==> src/rtl/wmsp_pkg.sv <==
// ----------------------------------------------------------------------------
// wmsp_pkg
// Types, codes and helper functions shared by the module stream parser.
// ----------------------------------------------------------------------------
package wmsp_pkg;

   // parse phase, one-hot
   typedef enum logic [25:0] {
      PH_MAGIC       = 26'h0000001,
      PH_VERSION     = 26'h0000002,
      PH_SEC_ID      = 26'h0000004,
      PH_PAYLOAD     = 26'h0000008,
      PH_COUNT       = 26'h0000010,
      PH_NAME_LEN    = 26'h0000020,
      PH_NAME_BYTES  = 26'h0000040,
      PH_SKIP        = 26'h0000080,
      PH_TYPE_INDEX  = 26'h0000100,
      PH_FORM        = 26'h0000200,
      PH_PARAM_COUNT = 26'h0000400,
      PH_PARAM_TYPE  = 26'h0000800,
      PH_HAS_RESULT  = 26'h0001000,
      PH_RESULT_TYPE = 26'h0002000,
      PH_GLOBAL_TYPE = 26'h0004000,
      PH_MUT         = 26'h0008000,
      PH_EXP_LEN     = 26'h0010000,
      PH_EXP_NAME    = 26'h0020000,
      PH_EXP_KIND    = 26'h0040000,
      PH_EXP_INDEX   = 26'h0080000,
      PH_BODY_SIZE   = 26'h0100000,
      PH_LOCAL_COUNT = 26'h0200000,
      PH_LOCAL_N     = 26'h0400000,
      PH_LOCAL_TYPE  = 26'h0800000,
      PH_CODE_FIRST  = 26'h1000000,
      PH_CODE        = 26'h2000000
   } phase_type;

   // record kinds
   localparam logic [4:0] KIND_MAGIC        = 5'd0;
   localparam logic [4:0] KIND_VERSION      = 5'd1;
   localparam logic [4:0] KIND_SECTION_ID   = 5'd2;
   localparam logic [4:0] KIND_PAYLOAD_LEN  = 5'd3;
   localparam logic [4:0] KIND_ENTRY_COUNT  = 5'd4;
   localparam logic [4:0] KIND_NAME_LEN     = 5'd5;
   localparam logic [4:0] KIND_NAME_BYTE    = 5'd6;
   localparam logic [4:0] KIND_TYPE_INDEX   = 5'd7;
   localparam logic [4:0] KIND_FORM         = 5'd8;
   localparam logic [4:0] KIND_PARAM_COUNT  = 5'd9;
   localparam logic [4:0] KIND_PARAM_TYPE   = 5'd10;
   localparam logic [4:0] KIND_HAS_RESULT   = 5'd11;
   localparam logic [4:0] KIND_RESULT_TYPE  = 5'd12;
   localparam logic [4:0] KIND_GLOBAL_TYPE  = 5'd13;
   localparam logic [4:0] KIND_MUTABILITY   = 5'd14;
   localparam logic [4:0] KIND_EXP_NAME_LEN = 5'd15;
   localparam logic [4:0] KIND_EXP_KIND     = 5'd16;
   localparam logic [4:0] KIND_EXP_INDEX    = 5'd17;
   localparam logic [4:0] KIND_BODY_SIZE    = 5'd18;
   localparam logic [4:0] KIND_LOCAL_COUNT  = 5'd19;
   localparam logic [4:0] KIND_LOCAL_TYPE   = 5'd20;
   localparam logic [4:0] KIND_CODE_LENGTH  = 5'd21;
   localparam logic [4:0] KIND_CODE_BYTE    = 5'd22;

   // status codes
   localparam logic [1:0] STATUS_OK          = 2'd0;
   localparam logic [1:0] STATUS_BAD_SECTION = 2'd1;
   localparam logic [1:0] STATUS_GLOBAL_INIT = 2'd2;

   // section ids
   localparam logic [6:0] SEC_CUSTOM   = 7'd0;
   localparam logic [6:0] SEC_TYPE     = 7'd1;
   localparam logic [6:0] SEC_FUNCTION = 7'd3;
   localparam logic [6:0] SEC_GLOBAL   = 7'd6;
   localparam logic [6:0] SEC_EXPORT   = 7'd7;
   localparam logic [6:0] SEC_CODE     = 7'd10;

   // leb128 limits
   localparam logic [2:0] LEB_MAX_BYTES = 3'd5;
   localparam logic [2:0] LEB_LAST_POS  = 3'd4;

   // parser state
   typedef struct packed {
      phase_type   phase;
      logic [1:0]  word_pos;
      logic [31:0] acc;
      logic [2:0]  leb_cnt;
      logic [3:0]  section;
      logic [31:0] sec_left;
      logic [31:0] entries;
      logic [31:0] items;
      logic [31:0] str_left;
      logic [31:0] body_left;
      logic        halted;
   } state_type;

   // one result item
   typedef struct packed {
      logic [4:0]  kind;
      logic [31:0] value;
      logic [1:0]  status;
   } result_type;

   // sign-extend a seven-bit value type
   function automatic logic [31:0] sext7(input logic [7:0] b);
      sext7 = {{25{b[6]}}, b[6:0]};
   endfunction

   // first phase of an entry for a section
   function automatic phase_type entry_phase(input logic [3:0] section);
      case ({3'b000, section})
         SEC_TYPE:     entry_phase = PH_FORM;
         SEC_FUNCTION: entry_phase = PH_TYPE_INDEX;
         SEC_GLOBAL:   entry_phase = PH_GLOBAL_TYPE;
         SEC_EXPORT:   entry_phase = PH_EXP_LEN;
         SEC_CODE:     entry_phase = PH_BODY_SIZE;
         default:      entry_phase = PH_SEC_ID;
      endcase
   endfunction

   // saturating decrement
   function automatic logic [31:0] dec_sat(input logic [31:0] x);
      dec_sat = (x != 32'd0) ? x - 32'd1 : 32'd0;
   endfunction

endpackage

==> src/rtl/wmsp_in_stage.sv <==
// ----------------------------------------------------------------------------
// wmsp_in_stage
// Input register for the byte stream, handing one item at a time to the parser.
// ----------------------------------------------------------------------------
module wmsp_in_stage (
   input  logic       clock,
   input  logic       reset,
   input  logic       req_valid,
   output logic       req_ready,
   input  logic [7:0] req_data_byte,
   input  logic       advance,
   output logic       byte_valid,
   output logic [7:0] byte_data
);

   logic       valid_ff;
   logic       valid_in;
   logic [7:0] data_ff;

   // free when empty or when the held item moves on
   assign req_ready = !valid_ff || advance;
   assign valid_in  = (req_valid && req_ready) || (valid_ff && !advance);

   always_ff @(posedge clock) begin
      if (reset) begin
         valid_ff <= 1'b0;
      end else begin
         valid_ff <= valid_in;
      end
   end

   // payload
   always_ff @(posedge clock) begin
      if (req_valid && req_ready) begin
         data_ff <= req_data_byte;
      end
   end

   assign byte_valid = valid_ff;
   assign byte_data  = data_ff;

endmodule

==> src/rtl/wmsp_parser.sv <==
// ----------------------------------------------------------------------------
// wmsp_parser
// Parser state and the per-byte step logic: word and leb128 assembly,
// section and entry walking, record generation.
// ----------------------------------------------------------------------------
module wmsp_parser (
   input  logic                clock,
   input  logic                reset,
   input  logic                step_en,
   input  logic [7:0]          data_byte,
   output logic                emit,
   output wmsp_pkg::result_type result
);

   wmsp_pkg::state_type state_ff;
   wmsp_pkg::state_type state_in;

   logic [2:0]  leb_pos;
   logic [31:0] leb_part;
   logic [31:0] leb_acc;
   logic [2:0]  leb_cnt_next;
   logic        leb_done;
   logic [31:0] word_acc;
   logic [31:0] entries_dec;
   logic [6:0]  sec_id;
   logic        sec_known;
   logic        sec_phase;
   logic        body_phase;

   // leb128 byte placement, capped at the fifth byte
   always_comb begin
      leb_pos = (state_ff.leb_cnt > wmsp_pkg::LEB_LAST_POS) ? wmsp_pkg::LEB_LAST_POS
                                                             : state_ff.leb_cnt;
      case (leb_pos)
         3'd0:    leb_part = {25'd0, data_byte[6:0]};
         3'd1:    leb_part = {18'd0, data_byte[6:0], 7'd0};
         3'd2:    leb_part = {11'd0, data_byte[6:0], 14'd0};
         3'd3:    leb_part = {4'd0, data_byte[6:0], 21'd0};
         default: leb_part = {data_byte[3:0], 28'd0};
      endcase
      leb_acc      = state_ff.acc | leb_part;
      leb_cnt_next = leb_pos + 3'd1;
      leb_done     = !data_byte[7] || (leb_cnt_next == wmsp_pkg::LEB_MAX_BYTES);
   end

   // header word assembly, little endian
   assign word_acc = state_ff.acc | ({24'd0, data_byte} << {state_ff.word_pos, 3'b000});

   assign entries_dec = wmsp_pkg::dec_sat(state_ff.entries);

   // section id check
   assign sec_id    = data_byte[6:0];
   assign sec_known = (sec_id == wmsp_pkg::SEC_CUSTOM) || (sec_id == wmsp_pkg::SEC_TYPE) ||
                      (sec_id == wmsp_pkg::SEC_FUNCTION) || (sec_id == wmsp_pkg::SEC_GLOBAL) ||
                      (sec_id == wmsp_pkg::SEC_EXPORT) || (sec_id == wmsp_pkg::SEC_CODE);

   // phases that consume section payload and body bytes
   assign sec_phase  = !((state_ff.phase == wmsp_pkg::PH_MAGIC) ||
                         (state_ff.phase == wmsp_pkg::PH_VERSION) ||
                         (state_ff.phase == wmsp_pkg::PH_SEC_ID) ||
                         (state_ff.phase == wmsp_pkg::PH_PAYLOAD));
   assign body_phase = (state_ff.phase == wmsp_pkg::PH_LOCAL_COUNT) ||
                       (state_ff.phase == wmsp_pkg::PH_LOCAL_N) ||
                       (state_ff.phase == wmsp_pkg::PH_LOCAL_TYPE) ||
                       (state_ff.phase == wmsp_pkg::PH_CODE_FIRST) ||
                       (state_ff.phase == wmsp_pkg::PH_CODE);

   // one parse step
   always_comb begin
      state_in      = state_ff;
      emit          = 1'b0;
      result.kind   = wmsp_pkg::KIND_MAGIC;
      result.value  = 32'd0;
      result.status = wmsp_pkg::STATUS_OK;

      if (!state_ff.halted) begin
         if (sec_phase) begin
            state_in.sec_left = wmsp_pkg::dec_sat(state_ff.sec_left);
         end
         if (body_phase) begin
            state_in.body_left = wmsp_pkg::dec_sat(state_ff.body_left);
         end

         // leb phases hold partial values until the last byte
         if (!leb_done) begin
            state_in.acc     = leb_acc;
            state_in.leb_cnt = leb_cnt_next;
         end else begin
            state_in.acc     = 32'd0;
            state_in.leb_cnt = 3'd0;
         end

         case (state_ff.phase)
            wmsp_pkg::PH_MAGIC, wmsp_pkg::PH_VERSION: begin
               state_in.leb_cnt = state_ff.leb_cnt;
               if (state_ff.word_pos != 2'd3) begin
                  state_in.acc      = word_acc;
                  state_in.word_pos = state_ff.word_pos + 2'd1;
               end else begin
                  state_in.acc      = 32'd0;
                  state_in.word_pos = 2'd0;
                  emit              = 1'b1;
                  result.value      = word_acc;
                  if (state_ff.phase == wmsp_pkg::PH_MAGIC) begin
                     state_in.phase = wmsp_pkg::PH_VERSION;
                     result.kind    = wmsp_pkg::KIND_MAGIC;
                  end else begin
                     state_in.phase = wmsp_pkg::PH_SEC_ID;
                     result.kind    = wmsp_pkg::KIND_VERSION;
                  end
               end
            end

            wmsp_pkg::PH_SEC_ID: begin
               state_in.acc     = state_ff.acc;
               state_in.leb_cnt = state_ff.leb_cnt;
               emit             = 1'b1;
               result.kind      = wmsp_pkg::KIND_SECTION_ID;
               result.value     = {25'd0, sec_id};
               if (sec_known) begin
                  state_in.section = sec_id[3:0];
                  state_in.phase   = wmsp_pkg::PH_PAYLOAD;
               end else begin
                  state_in.halted = 1'b1;
                  result.status   = wmsp_pkg::STATUS_BAD_SECTION;
               end
            end

            wmsp_pkg::PH_PAYLOAD: begin
               if (leb_done) begin
                  emit              = 1'b1;
                  result.kind       = wmsp_pkg::KIND_PAYLOAD_LEN;
                  result.value      = leb_acc;
                  state_in.sec_left = leb_acc;
                  state_in.phase    = ({3'b000, state_ff.section} == wmsp_pkg::SEC_CUSTOM) ?
                                      wmsp_pkg::PH_NAME_LEN : wmsp_pkg::PH_COUNT;
               end
            end

            wmsp_pkg::PH_COUNT: begin
               if (leb_done) begin
                  emit             = 1'b1;
                  result.kind      = wmsp_pkg::KIND_ENTRY_COUNT;
                  result.value     = leb_acc;
                  state_in.entries = leb_acc;
                  state_in.phase   = (leb_acc == 32'd0) ? wmsp_pkg::PH_SEC_ID :
                                     wmsp_pkg::entry_phase(state_ff.section);
               end
            end

            wmsp_pkg::PH_NAME_LEN: begin
               if (leb_done) begin
                  emit              = 1'b1;
                  result.kind       = wmsp_pkg::KIND_NAME_LEN;
                  result.value      = leb_acc;
                  state_in.str_left = leb_acc;
                  if (leb_acc != 32'd0) begin
                     state_in.phase = wmsp_pkg::PH_NAME_BYTES;
                  end else begin
                     state_in.phase = (state_in.sec_left == 32'd0) ? wmsp_pkg::PH_SEC_ID :
                                      wmsp_pkg::PH_SKIP;
                  end
               end
            end

            wmsp_pkg::PH_NAME_BYTES: begin
               state_in.acc      = state_ff.acc;
               state_in.leb_cnt  = state_ff.leb_cnt;
               emit              = 1'b1;
               result.kind       = wmsp_pkg::KIND_NAME_BYTE;
               result.value      = {24'd0, data_byte};
               state_in.str_left = wmsp_pkg::dec_sat(state_ff.str_left);
               if (state_in.str_left == 32'd0) begin
                  state_in.phase = (state_in.sec_left == 32'd0) ? wmsp_pkg::PH_SEC_ID :
                                   wmsp_pkg::PH_SKIP;
               end
            end

            wmsp_pkg::PH_SKIP: begin
               state_in.acc     = state_ff.acc;
               state_in.leb_cnt = state_ff.leb_cnt;
               if (state_in.sec_left == 32'd0) begin
                  state_in.phase = wmsp_pkg::PH_SEC_ID;
               end
            end

            wmsp_pkg::PH_TYPE_INDEX, wmsp_pkg::PH_EXP_INDEX: begin
               if (leb_done) begin
                  emit             = 1'b1;
                  result.kind      = (state_ff.phase == wmsp_pkg::PH_TYPE_INDEX) ?
                                     wmsp_pkg::KIND_TYPE_INDEX : wmsp_pkg::KIND_EXP_INDEX;
                  result.value     = leb_acc;
                  state_in.entries = entries_dec;
                  state_in.phase   = (entries_dec == 32'd0) ? wmsp_pkg::PH_SEC_ID :
                                     wmsp_pkg::entry_phase(state_ff.section);
               end
            end

            wmsp_pkg::PH_FORM: begin
               state_in.acc     = state_ff.acc;
               state_in.leb_cnt = state_ff.leb_cnt;
               emit             = 1'b1;
               result.kind      = wmsp_pkg::KIND_FORM;
               result.value     = wmsp_pkg::sext7(data_byte);
               state_in.phase   = wmsp_pkg::PH_PARAM_COUNT;
            end

            wmsp_pkg::PH_PARAM_COUNT: begin
               if (leb_done) begin
                  emit           = 1'b1;
                  result.kind    = wmsp_pkg::KIND_PARAM_COUNT;
                  result.value   = leb_acc;
                  state_in.items = leb_acc;
                  state_in.phase = (leb_acc == 32'd0) ? wmsp_pkg::PH_HAS_RESULT :
                                   wmsp_pkg::PH_PARAM_TYPE;
               end
            end

            wmsp_pkg::PH_PARAM_TYPE: begin
               state_in.acc     = state_ff.acc;
               state_in.leb_cnt = state_ff.leb_cnt;
               emit             = 1'b1;
               result.kind      = wmsp_pkg::KIND_PARAM_TYPE;
               result.value     = wmsp_pkg::sext7(data_byte);
               state_in.items   = wmsp_pkg::dec_sat(state_ff.items);
               if (state_in.items == 32'd0) begin
                  state_in.phase = wmsp_pkg::PH_HAS_RESULT;
               end
            end

            wmsp_pkg::PH_HAS_RESULT: begin
               state_in.acc     = state_ff.acc;
               state_in.leb_cnt = state_ff.leb_cnt;
               emit             = 1'b1;
               result.kind      = wmsp_pkg::KIND_HAS_RESULT;
               result.value     = {31'd0, (data_byte != 8'd0)};
               if (data_byte != 8'd0) begin
                  state_in.phase = wmsp_pkg::PH_RESULT_TYPE;
               end else begin
                  state_in.entries = entries_dec;
                  state_in.phase   = (entries_dec == 32'd0) ? wmsp_pkg::PH_SEC_ID :
                                     wmsp_pkg::entry_phase(state_ff.section);
               end
            end

            wmsp_pkg::PH_RESULT_TYPE: begin
               state_in.acc     = state_ff.acc;
               state_in.leb_cnt = state_ff.leb_cnt;
               emit             = 1'b1;
               result.kind      = wmsp_pkg::KIND_RESULT_TYPE;
               result.value     = wmsp_pkg::sext7(data_byte);
               state_in.entries = entries_dec;
               state_in.phase   = (entries_dec == 32'd0) ? wmsp_pkg::PH_SEC_ID :
                                  wmsp_pkg::entry_phase(state_ff.section);
            end

            wmsp_pkg::PH_GLOBAL_TYPE: begin
               state_in.acc     = state_ff.acc;
               state_in.leb_cnt = state_ff.leb_cnt;
               emit             = 1'b1;
               result.kind      = wmsp_pkg::KIND_GLOBAL_TYPE;
               result.value     = wmsp_pkg::sext7(data_byte);
               state_in.phase   = wmsp_pkg::PH_MUT;
            end

            // initializer expressions are not decoded
            wmsp_pkg::PH_MUT: begin
               state_in.acc     = state_ff.acc;
               state_in.leb_cnt = state_ff.leb_cnt;
               emit             = 1'b1;
               result.kind      = wmsp_pkg::KIND_MUTABILITY;
               result.value     = {31'd0, (data_byte != 8'd0)};
               result.status    = wmsp_pkg::STATUS_GLOBAL_INIT;
               state_in.halted  = 1'b1;
            end

            wmsp_pkg::PH_EXP_LEN: begin
               if (leb_done) begin
                  emit              = 1'b1;
                  result.kind       = wmsp_pkg::KIND_EXP_NAME_LEN;
                  result.value      = leb_acc;
                  state_in.str_left = leb_acc;
                  state_in.phase    = (leb_acc == 32'd0) ? wmsp_pkg::PH_EXP_KIND :
                                      wmsp_pkg::PH_EXP_NAME;
               end
            end

            wmsp_pkg::PH_EXP_NAME: begin
               state_in.acc      = state_ff.acc;
               state_in.leb_cnt  = state_ff.leb_cnt;
               emit              = 1'b1;
               result.kind       = wmsp_pkg::KIND_NAME_BYTE;
               result.value      = {24'd0, data_byte};
               state_in.str_left = wmsp_pkg::dec_sat(state_ff.str_left);
               if (state_in.str_left == 32'd0) begin
                  state_in.phase = wmsp_pkg::PH_EXP_KIND;
               end
            end

            wmsp_pkg::PH_EXP_KIND: begin
               state_in.acc     = state_ff.acc;
               state_in.leb_cnt = state_ff.leb_cnt;
               emit             = 1'b1;
               result.kind      = wmsp_pkg::KIND_EXP_KIND;
               result.value     = {24'd0, data_byte};
               state_in.phase   = wmsp_pkg::PH_EXP_INDEX;
            end

            wmsp_pkg::PH_BODY_SIZE: begin
               if (leb_done) begin
                  emit               = 1'b1;
                  result.kind        = wmsp_pkg::KIND_BODY_SIZE;
                  result.value       = leb_acc;
                  state_in.body_left = leb_acc;
                  state_in.phase     = wmsp_pkg::PH_LOCAL_COUNT;
               end
            end

            wmsp_pkg::PH_LOCAL_COUNT: begin
               if (leb_done) begin
                  emit           = 1'b1;
                  result.kind    = wmsp_pkg::KIND_LOCAL_COUNT;
                  result.value   = leb_acc;
                  state_in.items = leb_acc;
                  if (leb_acc != 32'd0) begin
                     state_in.phase = wmsp_pkg::PH_LOCAL_N;
                  end else if (state_in.body_left != 32'd0) begin
                     state_in.phase = wmsp_pkg::PH_CODE_FIRST;
                  end else begin
                     state_in.entries = entries_dec;
                     state_in.phase   = (entries_dec == 32'd0) ? wmsp_pkg::PH_SEC_ID :
                                        wmsp_pkg::entry_phase(state_ff.section);
                  end
               end
            end

            wmsp_pkg::PH_LOCAL_N: begin
               if (leb_done) begin
                  emit           = 1'b1;
                  result.kind    = wmsp_pkg::KIND_LOCAL_COUNT;
                  result.value   = leb_acc;
                  state_in.phase = wmsp_pkg::PH_LOCAL_TYPE;
               end
            end

            wmsp_pkg::PH_LOCAL_TYPE: begin
               state_in.acc     = state_ff.acc;
               state_in.leb_cnt = state_ff.leb_cnt;
               emit             = 1'b1;
               result.kind      = wmsp_pkg::KIND_LOCAL_TYPE;
               result.value     = wmsp_pkg::sext7(data_byte);
               state_in.items   = wmsp_pkg::dec_sat(state_ff.items);
               if (state_in.items != 32'd0) begin
                  state_in.phase = wmsp_pkg::PH_LOCAL_N;
               end else if (state_in.body_left != 32'd0) begin
                  state_in.phase = wmsp_pkg::PH_CODE_FIRST;
               end else begin
                  state_in.entries = entries_dec;
                  state_in.phase   = (entries_dec == 32'd0) ? wmsp_pkg::PH_SEC_ID :
                                     wmsp_pkg::entry_phase(state_ff.section);
               end
            end

            // first code byte reports the code length, itself included
            wmsp_pkg::PH_CODE_FIRST, wmsp_pkg::PH_CODE: begin
               state_in.acc     = state_ff.acc;
               state_in.leb_cnt = state_ff.leb_cnt;
               emit             = 1'b1;
               if (state_ff.phase == wmsp_pkg::PH_CODE_FIRST) begin
                  result.kind  = wmsp_pkg::KIND_CODE_LENGTH;
                  result.value = state_ff.body_left;
               end else begin
                  result.kind  = wmsp_pkg::KIND_CODE_BYTE;
                  result.value = {24'd0, data_byte};
               end
               if (state_in.body_left == 32'd0) begin
                  state_in.entries = entries_dec;
                  state_in.phase   = (entries_dec == 32'd0) ? wmsp_pkg::PH_SEC_ID :
                                     wmsp_pkg::entry_phase(state_ff.section);
               end else begin
                  state_in.phase = wmsp_pkg::PH_CODE;
               end
            end

            default: begin
               state_in.acc     = state_ff.acc;
               state_in.leb_cnt = state_ff.leb_cnt;
               state_in.phase   = wmsp_pkg::PH_SEC_ID;
            end
         endcase
      end
   end

   // state registers
   always_ff @(posedge clock) begin
      if (reset) begin
         state_ff.phase     <= wmsp_pkg::PH_MAGIC;
         state_ff.word_pos  <= 2'd0;
         state_ff.acc       <= 32'd0;
         state_ff.leb_cnt   <= 3'd0;
         state_ff.section   <= 4'd0;
         state_ff.sec_left  <= 32'd0;
         state_ff.entries   <= 32'd0;
         state_ff.items     <= 32'd0;
         state_ff.str_left  <= 32'd0;
         state_ff.body_left <= 32'd0;
         state_ff.halted    <= 1'b0;
      end else if (step_en) begin
         state_ff <= state_in;
      end
   end

endmodule

==> src/rtl/wmsp_out_stage.sv <==
// ----------------------------------------------------------------------------
// wmsp_out_stage
// Result register holding one record until the receiver takes it.
// ----------------------------------------------------------------------------
module wmsp_out_stage (
   input  logic                 clock,
   input  logic                 reset,
   input  logic                 load,
   input  wmsp_pkg::result_type result,
   output logic                 rsp_valid,
   input  logic                 rsp_ready,
   output logic [4:0]           rsp_field_kind,
   output logic [31:0]          rsp_field_value,
   output logic [1:0]           rsp_status
);

   logic                 valid_ff;
   logic                 valid_in;
   wmsp_pkg::result_type data_ff;

   // a new record replaces the one being taken
   assign valid_in = load || (valid_ff && !rsp_ready);

   always_ff @(posedge clock) begin
      if (reset) begin
         valid_ff <= 1'b0;
      end else begin
         valid_ff <= valid_in;
      end
   end

   always_ff @(posedge clock) begin
      if (load) begin
         data_ff <= result;
      end
   end

   assign rsp_valid       = valid_ff;
   assign rsp_field_kind  = data_ff.kind;
   assign rsp_field_value = data_ff.value;
   assign rsp_status      = data_ff.status;

endmodule

==> src/rtl/wasm_module_stream_parser.sv <==
// ----------------------------------------------------------------------------
// wasm_module_stream_parser
// Streaming parser for a WebAssembly module image, one byte per item.
// ----------------------------------------------------------------------------
// Usage:
//   req channel: one module byte per item (req_data_byte), valid/ready.
//   rsp channel: one tagged record per decoded field (kind, value, status).
//   Bytes that complete no field (partial words, leb128 continuation bytes,
//   skipped custom payload) produce no record.
//   Path: a byte is captured in the input register, then parsed, and its
//   record is loaded into the result register and shows on rsp.
//   Throughput: one byte per cycle unless rsp stalls, set by the step logic
//   that updates the phase register and the section, entry and body counters.
//   Stall: while a record waits on rsp, the parser still takes a byte when
//   the receiver frees the result register in the same cycle; otherwise the
//   held byte stays in the input register and req_ready drops.
//   Reset: parser returns to expecting the magic word with all counters
//   cleared and the error flag clear; both registers are emptied.
//   Errors: an unknown section id or a global entry reports its record with
//   nonzero status and then all further bytes are dropped until reset.
// ----------------------------------------------------------------------------
module wasm_module_stream_parser (
   input  logic        clock,
   input  logic        reset,
   input  logic        req_valid,
   output logic        req_ready,
   input  logic [7:0]  req_data_byte,
   output logic        rsp_valid,
   input  logic        rsp_ready,
   output logic [4:0]  rsp_field_kind,
   output logic [31:0] rsp_field_value,
   output logic [1:0]  rsp_status
);

   logic                 byte_valid;
   logic [7:0]           byte_data;
   logic                 advance;
   logic                 emit;
   wmsp_pkg::result_type result;

   // a held byte moves on when the result register is free
   assign advance = byte_valid && (!rsp_valid || rsp_ready);

   wmsp_in_stage u_in_stage (
      .clock         (clock),
      .reset         (reset),
      .req_valid     (req_valid),
      .req_ready     (req_ready),
      .req_data_byte (req_data_byte),
      .advance       (advance),
      .byte_valid    (byte_valid),
      .byte_data     (byte_data)
   );

   wmsp_parser u_parser (
      .clock     (clock),
      .reset     (reset),
      .step_en   (advance),
      .data_byte (byte_data),
      .emit      (emit),
      .result    (result)
   );

   wmsp_out_stage u_out_stage (
      .clock           (clock),
      .reset           (reset),
      .load            (advance && emit),
      .result          (result),
      .rsp_valid       (rsp_valid),
      .rsp_ready       (rsp_ready),
      .rsp_field_kind  (rsp_field_kind),
      .rsp_field_value (rsp_field_value),
      .rsp_status      (rsp_status)
   );

endmodule

==> config.mk <==
export PLATFORM = sky130hd
export DESIGN_NAME = wasm_module_stream_parser
export DESIGN_NICKNAME = d
export VERILOG_FILES = /design/src/rtl/wmsp_pkg.sv /design/src/rtl/wmsp_in_stage.sv /design/src/rtl/wmsp_parser.sv /design/src/rtl/wmsp_out_stage.sv /design/src/rtl/wasm_module_stream_parser.sv
export SDC_FILE = /design/constraint.sdc
export NUM_CORES = 1
export LEC_CHECK = 0
export BUFFER_PORTS_ARGS = -buffer_cell sky130_fd_sc_hd__buf_2
export CAP_MARGIN = 0
export CORE_ASPECT_RATIO = 2
export CORE_MARGIN = 1
export CORE_UTILIZATION = 59
export CTS_BUF_LIST = sky130_fd_sc_hd__clkbuf_8
export DETAILED_ROUTE_END_ITERATION = 8
export MAX_ROUTING_LAYER = met4
export PLACE_DENSITY = 0.79
export SYNTH_ARGS = -nofsm -noshare
export SYNTH_HDL_FRONTEND = slang
export SYNTH_SLANG_ARGS = --single-unit
==> constraint.sdc <==
create_clock -name clock -period 4.15 [get_ports clock]
set_clock_uncertainty 0.1 [all_clocks]
set_input_delay 1.245 -clock clock [delete_from_list [all_inputs] [get_ports clock]]
set_output_delay 1.245 -clock clock [all_outputs]
set_load 0.02 [all_outputs]
==> key figures, run 1 <==
Run status
  – Status: stopped before the end
  – Stop stage: 5_1_grt
  – Log Error: [ERROR GRT-0116] Global routing finished with congestion. Check the congestion regions in the DRC Viewer.

Global routing
  – Global-route wire length before repair: 157 mm
  – Overflow after GRT: 18
  – Number of global-route vias before repair: 26.2k
  – Largest net degree at the start of global routing: 73
  – Global Route Usage Sum: 61.2%

Synthesis
  – Area share of the largest cell type after synthesis: 23.0%
  – Avg Cell Area, Syn: 7.13 µm²
  – Post-synthesis net count: 2835
  – Post-synth EDFFs: 47
  – Synth unique cells: 88
  – Ys async rst share: 0%
  – Most common cell in the netlist: nor2_1
  – Synth cell count leaders: nor2_1, a21oi_1, nand2_1, dfxtp_1, clkbuf_1
  – Primary FF master, synth: dfxtp_1
  – Largest area contributor in the netlist: dfxtp_1
  – Yosys warns: 0
  – Syn Std Cell Area: 20000 µm²
  – Share of the yosys chip area belonging to registers: 30.0%
  – Yosys reg bits: 277
  – Post-Syn Instances: 2810
  – Ranking of synthesized cells by area: dfxtp_1, a21oi_1, edfxtp_1, nor2_1, o21ai_0

Place
  – PortBufs: 52
  – Placer Congestion: 1.21
  – Hpwl dp: 73.7 mm

Clock tree
  – H-tree depth: 2
  – Setup Buffers After CTS: 0
  – Clk root buf: clkbuf_8
  – CTS max path bufs: 3
  – CTS sink count: 277
  – Num CTS Buffers: 40

Floorplanning
  – # rows: 95
  – Die Y: 263 µm
  – Die W: 132 µm
  – Starting Density: 59.7%
  – # IOs: 53
[logic make-up after synthesis]
family	Yosys count	synth area share, %
flops	277	30.0
fa+ha+maj	13	0.812
xor+xnor	72	3.15
simple gates	1302	33.2
compound gates	863	26.7
buf+inv	264	5.10
mux	19	1.00
[metal layers]
| layer | overflow | GRT usage (%) |
|---|---|---|
| met1 | 0 | 55.9 |
| met2 | 7 | 88.8 |
| met3 | 0 | 26.8 |
| met4 | 11 | 70.2 |
| met5 | - | - |
[stage by stage]
step	utilization, %	setup WS, ps	instance area, µm²	std cells	hold WS, ps
4_1_cts	71.6	2.44	24000	3523	376
3_5_place_dp	68.9	-352	23100	3450	365
3_3_place_gp	68.9	-305	23100	3450	348
2_1_floorplan	-	37.5	20100	2810	332
[timing repair]
| action | CTS |
|---|---|
| endpoints found under the setup margin | 57 |
| endpoints found under the hold margin | 0 |
| resized for setup | 7 |
| hold buffers | 0 |
==> run 2, diff against run 1 <==
--- a/config.mk
+++ b/config.mk
@@ -7,13 +7,10 @@
 export LEC_CHECK = 0
 export BUFFER_PORTS_ARGS = -buffer_cell sky130_fd_sc_hd__buf_2
 export CAP_MARGIN = 0
-export CORE_ASPECT_RATIO = 2
 export CORE_MARGIN = 1
-export CORE_UTILIZATION = 59
-export CTS_BUF_LIST = sky130_fd_sc_hd__clkbuf_8
+export CORE_UTILIZATION = 40
 export DETAILED_ROUTE_END_ITERATION = 8
-export MAX_ROUTING_LAYER = met4
-export PLACE_DENSITY = 0.79
+export PLACE_DENSITY_LB_ADDON = 0.15
 export SYNTH_ARGS = -nofsm -noshare
 export SYNTH_HDL_FRONTEND = slang
 export SYNTH_SLANG_ARGS = --single-unit
==> constraint.sdc (replaced) <==
create_clock -name clock -period 5.4 [get_ports clock]
set_clock_uncertainty 0.1 [all_clocks]
set_input_delay 1.62 -clock clock [delete_from_list [all_inputs] [get_ports clock]]
set_output_delay 1.62 -clock clock [all_outputs]
set_load 0.02 [all_outputs]
==> key figures, run 2 <==
Clock tree
  – CTS max path bufs: 3
  – CTS tree: built
  – Clk Latency, worst-skew pair: 560 ps
  – CTS sink count: 277
  – Num CTS Buffers: 35
  – Reg clk slew, reported paths: 60 ps
  – Clk root buf: clkbuf_16
  – Hold-fix buffer count after cts: 0
  – H-tree depth: 2

Floorplanning
  – Die Y: 226 µm
  – Die W: 226 µm
  – # rows: 81
  – Die area: 51000 µm²
  – # IOs: 53
  – Core Area: 49200 µm²
  – Starting Density: 40.7%

Synthesis
  – Avg Cell Area, Syn: 7.13 µm²
  – Synth unique cells: 88
  – Largest area contributor in the netlist: dfxtp_1
  – Yosys warns: 0
  – Syn Std Cell Area: 20000 µm²
  – Primary FF master, synth: dfxtp_1
  – Post-synthesis net count: 2835
  – Area share of the largest cell type after synthesis: 23.0%
  – Most common cell in the netlist: nor2_1
  – Post-Syn Instances: 2810
  – Ys async rst share: 0%
  – Ranking of synthesized cells by area: dfxtp_1, a21oi_1, edfxtp_1, nor2_1, o21ai_0
  – Share of the yosys chip area belonging to registers: 30.0%
  – Yosys reg bits: 277
  – Synth cell count leaders: nor2_1, a21oi_1, nand2_1, dfxtp_1, clkbuf_1
  – Post-synth EDFFs: 47

Place
  – Hpwl dp: 66.0 mm
  – Pre-CTS WS: 357 ps
  – PortBufs: 52
  – Placer Congestion: 1.00
  – Dpl cells: 3400

Routing
  – Average routed wire per standard cell: 26.6 µm
  – Number of routed nets with antenna violations: 0
  – Total length of routed wires: 92.1 mm
  – Total number of vias: 23.1k
  – DR DRC count: 0
  – Total iterations of the first detailed-routing run: 6
  – DRT iter0 DRCs: 2948
  – Post-DR vias/cell: 6.66

Setup path
  – Crit path launch: u_parser.state_ff[167]$_SDFFE_PP0P_
  – Largest stage delay, worst path: 890 ps
  – Cells along the critical path: inv_1 > nand2_1 > inv_1 > ha_1 > nor2b_1 > a2111oi_0 > nand4_1 > nor4_1 > buf_4 > nand2_1 > o311ai_1 > o211ai_1 > o31ai_1 > a2111oi_0 > nor3_1
  – Worst Path Max Fanout: 18
  – Startpoint Class: flip-flop
  – Worst Setup End Kind: flip-flop
  – RR Endpoint: u_parser.state_ff[204]$_SDFFE_PP0P_
  – CP Data Required Time: 5780 ps
  – Critical R2R Launch: u_parser.state_ff[167]$_SDFFE_PP0P_
  – Worst EP arrival: 5630 ps
  – Setup CP Type: reg -> reg
  – R2R depth: 15
  – Slowest cell on crit path: a2111oi_0
  – R2r setup slk: 150 ps

Worst hold path
  – WHS Path Cells: 2
  – HP Start: u_parser.state_ff[166]$_SDFFE_PP0P_
  – Worst Hold End: u_parser.state_ff[166]$_SDFFE_PP0P_
  – HP Class: reg -> reg

Global routing
  – Global-route wire length before repair: 136 mm
  – Global Route Usage Sum: 35.5%
  – Largest net degree at the start of global routing: 93
  – Number of global-route vias before repair: 20.5k
  – Overflow after GRT: 0
  – Antenna violations before repair: 4

Final layout
  – Final Net Count: 2798
  – Util after Layout: 45.3%
  – Reg with most FFs: u_parser.state_ff
  – Share of cells above drive strength 1: 10.3%
  – Most common cell after layout, fill and taps aside: nor2_1
  – Area delta synth->final: 11.3%
  – Most frequent cells in the layout: nor2_1, a21oi_1, nand2_1
  – Non-filler cells, final: 3467
  – Max reg flops: 228

Timing
  – Final Slew Violations: 0
  – Setup WS post-layout: 152 ps
  – Setup repair after global routing missed its margin: no
  – Normalized max-slew margin: 15.4%
  – Worst hold slack: 361 ps
  – Final hold viol count: 0
  – Actual slew at the worst max-slew pin: 1270 ps
  – Fmax: 0.191 GHz
  – Setup TNS: 0 ps
  – Final setup viols: 0
  – Minimum clock period after layout: 5250 ps
  – Crit share post-route: 97.2%

Run
  – # Max-Cap Violations: 0

Power
  – Worst IR Drop VDD: 0.000188 V
  – Pwr dens: 257 nW/µm²
  – Static Leakage: 0.00816 µW

Run status
  – Status: finished, final reports clean
==> run 2: what timing repair did <==
action / CTS / global route
endpoints found under the setup margin: 0 / 6
gates resized for setup: 0 / 1
setup buffers: 0 / 0
hold endpoints to repair: 0 / 0
==> run 2: layout make-up <==
class	instances	area, µm²
tap	664	831
antenna	4	10.0
multi-input combinational	2269	13100
clock buffer	49	1020
timing repair buffer	157	1080
inverter	33	124
clock inverter	14	96.3
sequential	277	6020
fill	5064	26900
==> run 2: worst max-delay path: cells and delay by family (launching register included) <==
| kind | cells | cell delay, ps |
|---|---|---|
| compound gates | 5 | 2060 |
| fa+ha+maj | 1 | 270 |
| buf+inv | 3 | 540 |
| flops | 1 | 680 |
| simple gates | 6 | 1490 |
==> run 2: worst max-delay path by stage <==
stage / cells after the start / to
4_1_cts: 15 / u_parser.state_ff[218]$_SDFFE_PP0P_
6_report: 15 / u_parser.state_ff[204]$_SDFFE_PP0P_
3_3_place_gp: 15 / u_parser.state_ff[218]$_SDFFE_PP0P_
5_1_grt: 15 / u_parser.state_ff[210]$_SDFFE_PP0P_
2_1_floorplan: 18 / u_parser.state_ff[126]$_SDFFE_PP0P_
3_5_place_dp: 15 / u_parser.state_ff[204]$_SDFFE_PP0P_
==> run 2: power breakdown <==
part	switching, µW	internal [µW]
sequential	88.8	2140
clock	990	1370
combinational	804	325
total	1880	3840
==> run 2: logic make-up (layout without fill, tap and decap cells) <==
kind of cell               Yosys count  count (layout)  share of synthesized area, %
AOI/OAI and AO/OA                  863             863                          26.7
xor gates and xnor gates            72              72                          3.15
adders and majority gates           13              13                         0.812
buffers and inverters              264             253                          5.10
DFF                                277             277                          30.0
muxes                               19              19                          1.00
other                                0               4                             0
and+or+nand+nor                   1302            1302                          33.2
==> run 2: per-stage QoR <==
stage                     cell area [µm²]  total power [µW]
after floorplan                     20000              2880
after CTS                           22300              5690
after global placement              21200              3340
final                               22300              5720
after detailed placement            21200              3340
after global routing                22300              5890
==> run 2: metal layers <==
metal	global-route usage [%]	share of wire (%)
met2	51.7	42
met5	0	0.029
met3	10.1	11
met4	18.0	5.5
met1	47.5	41
(Power assumes the default switching activity.)
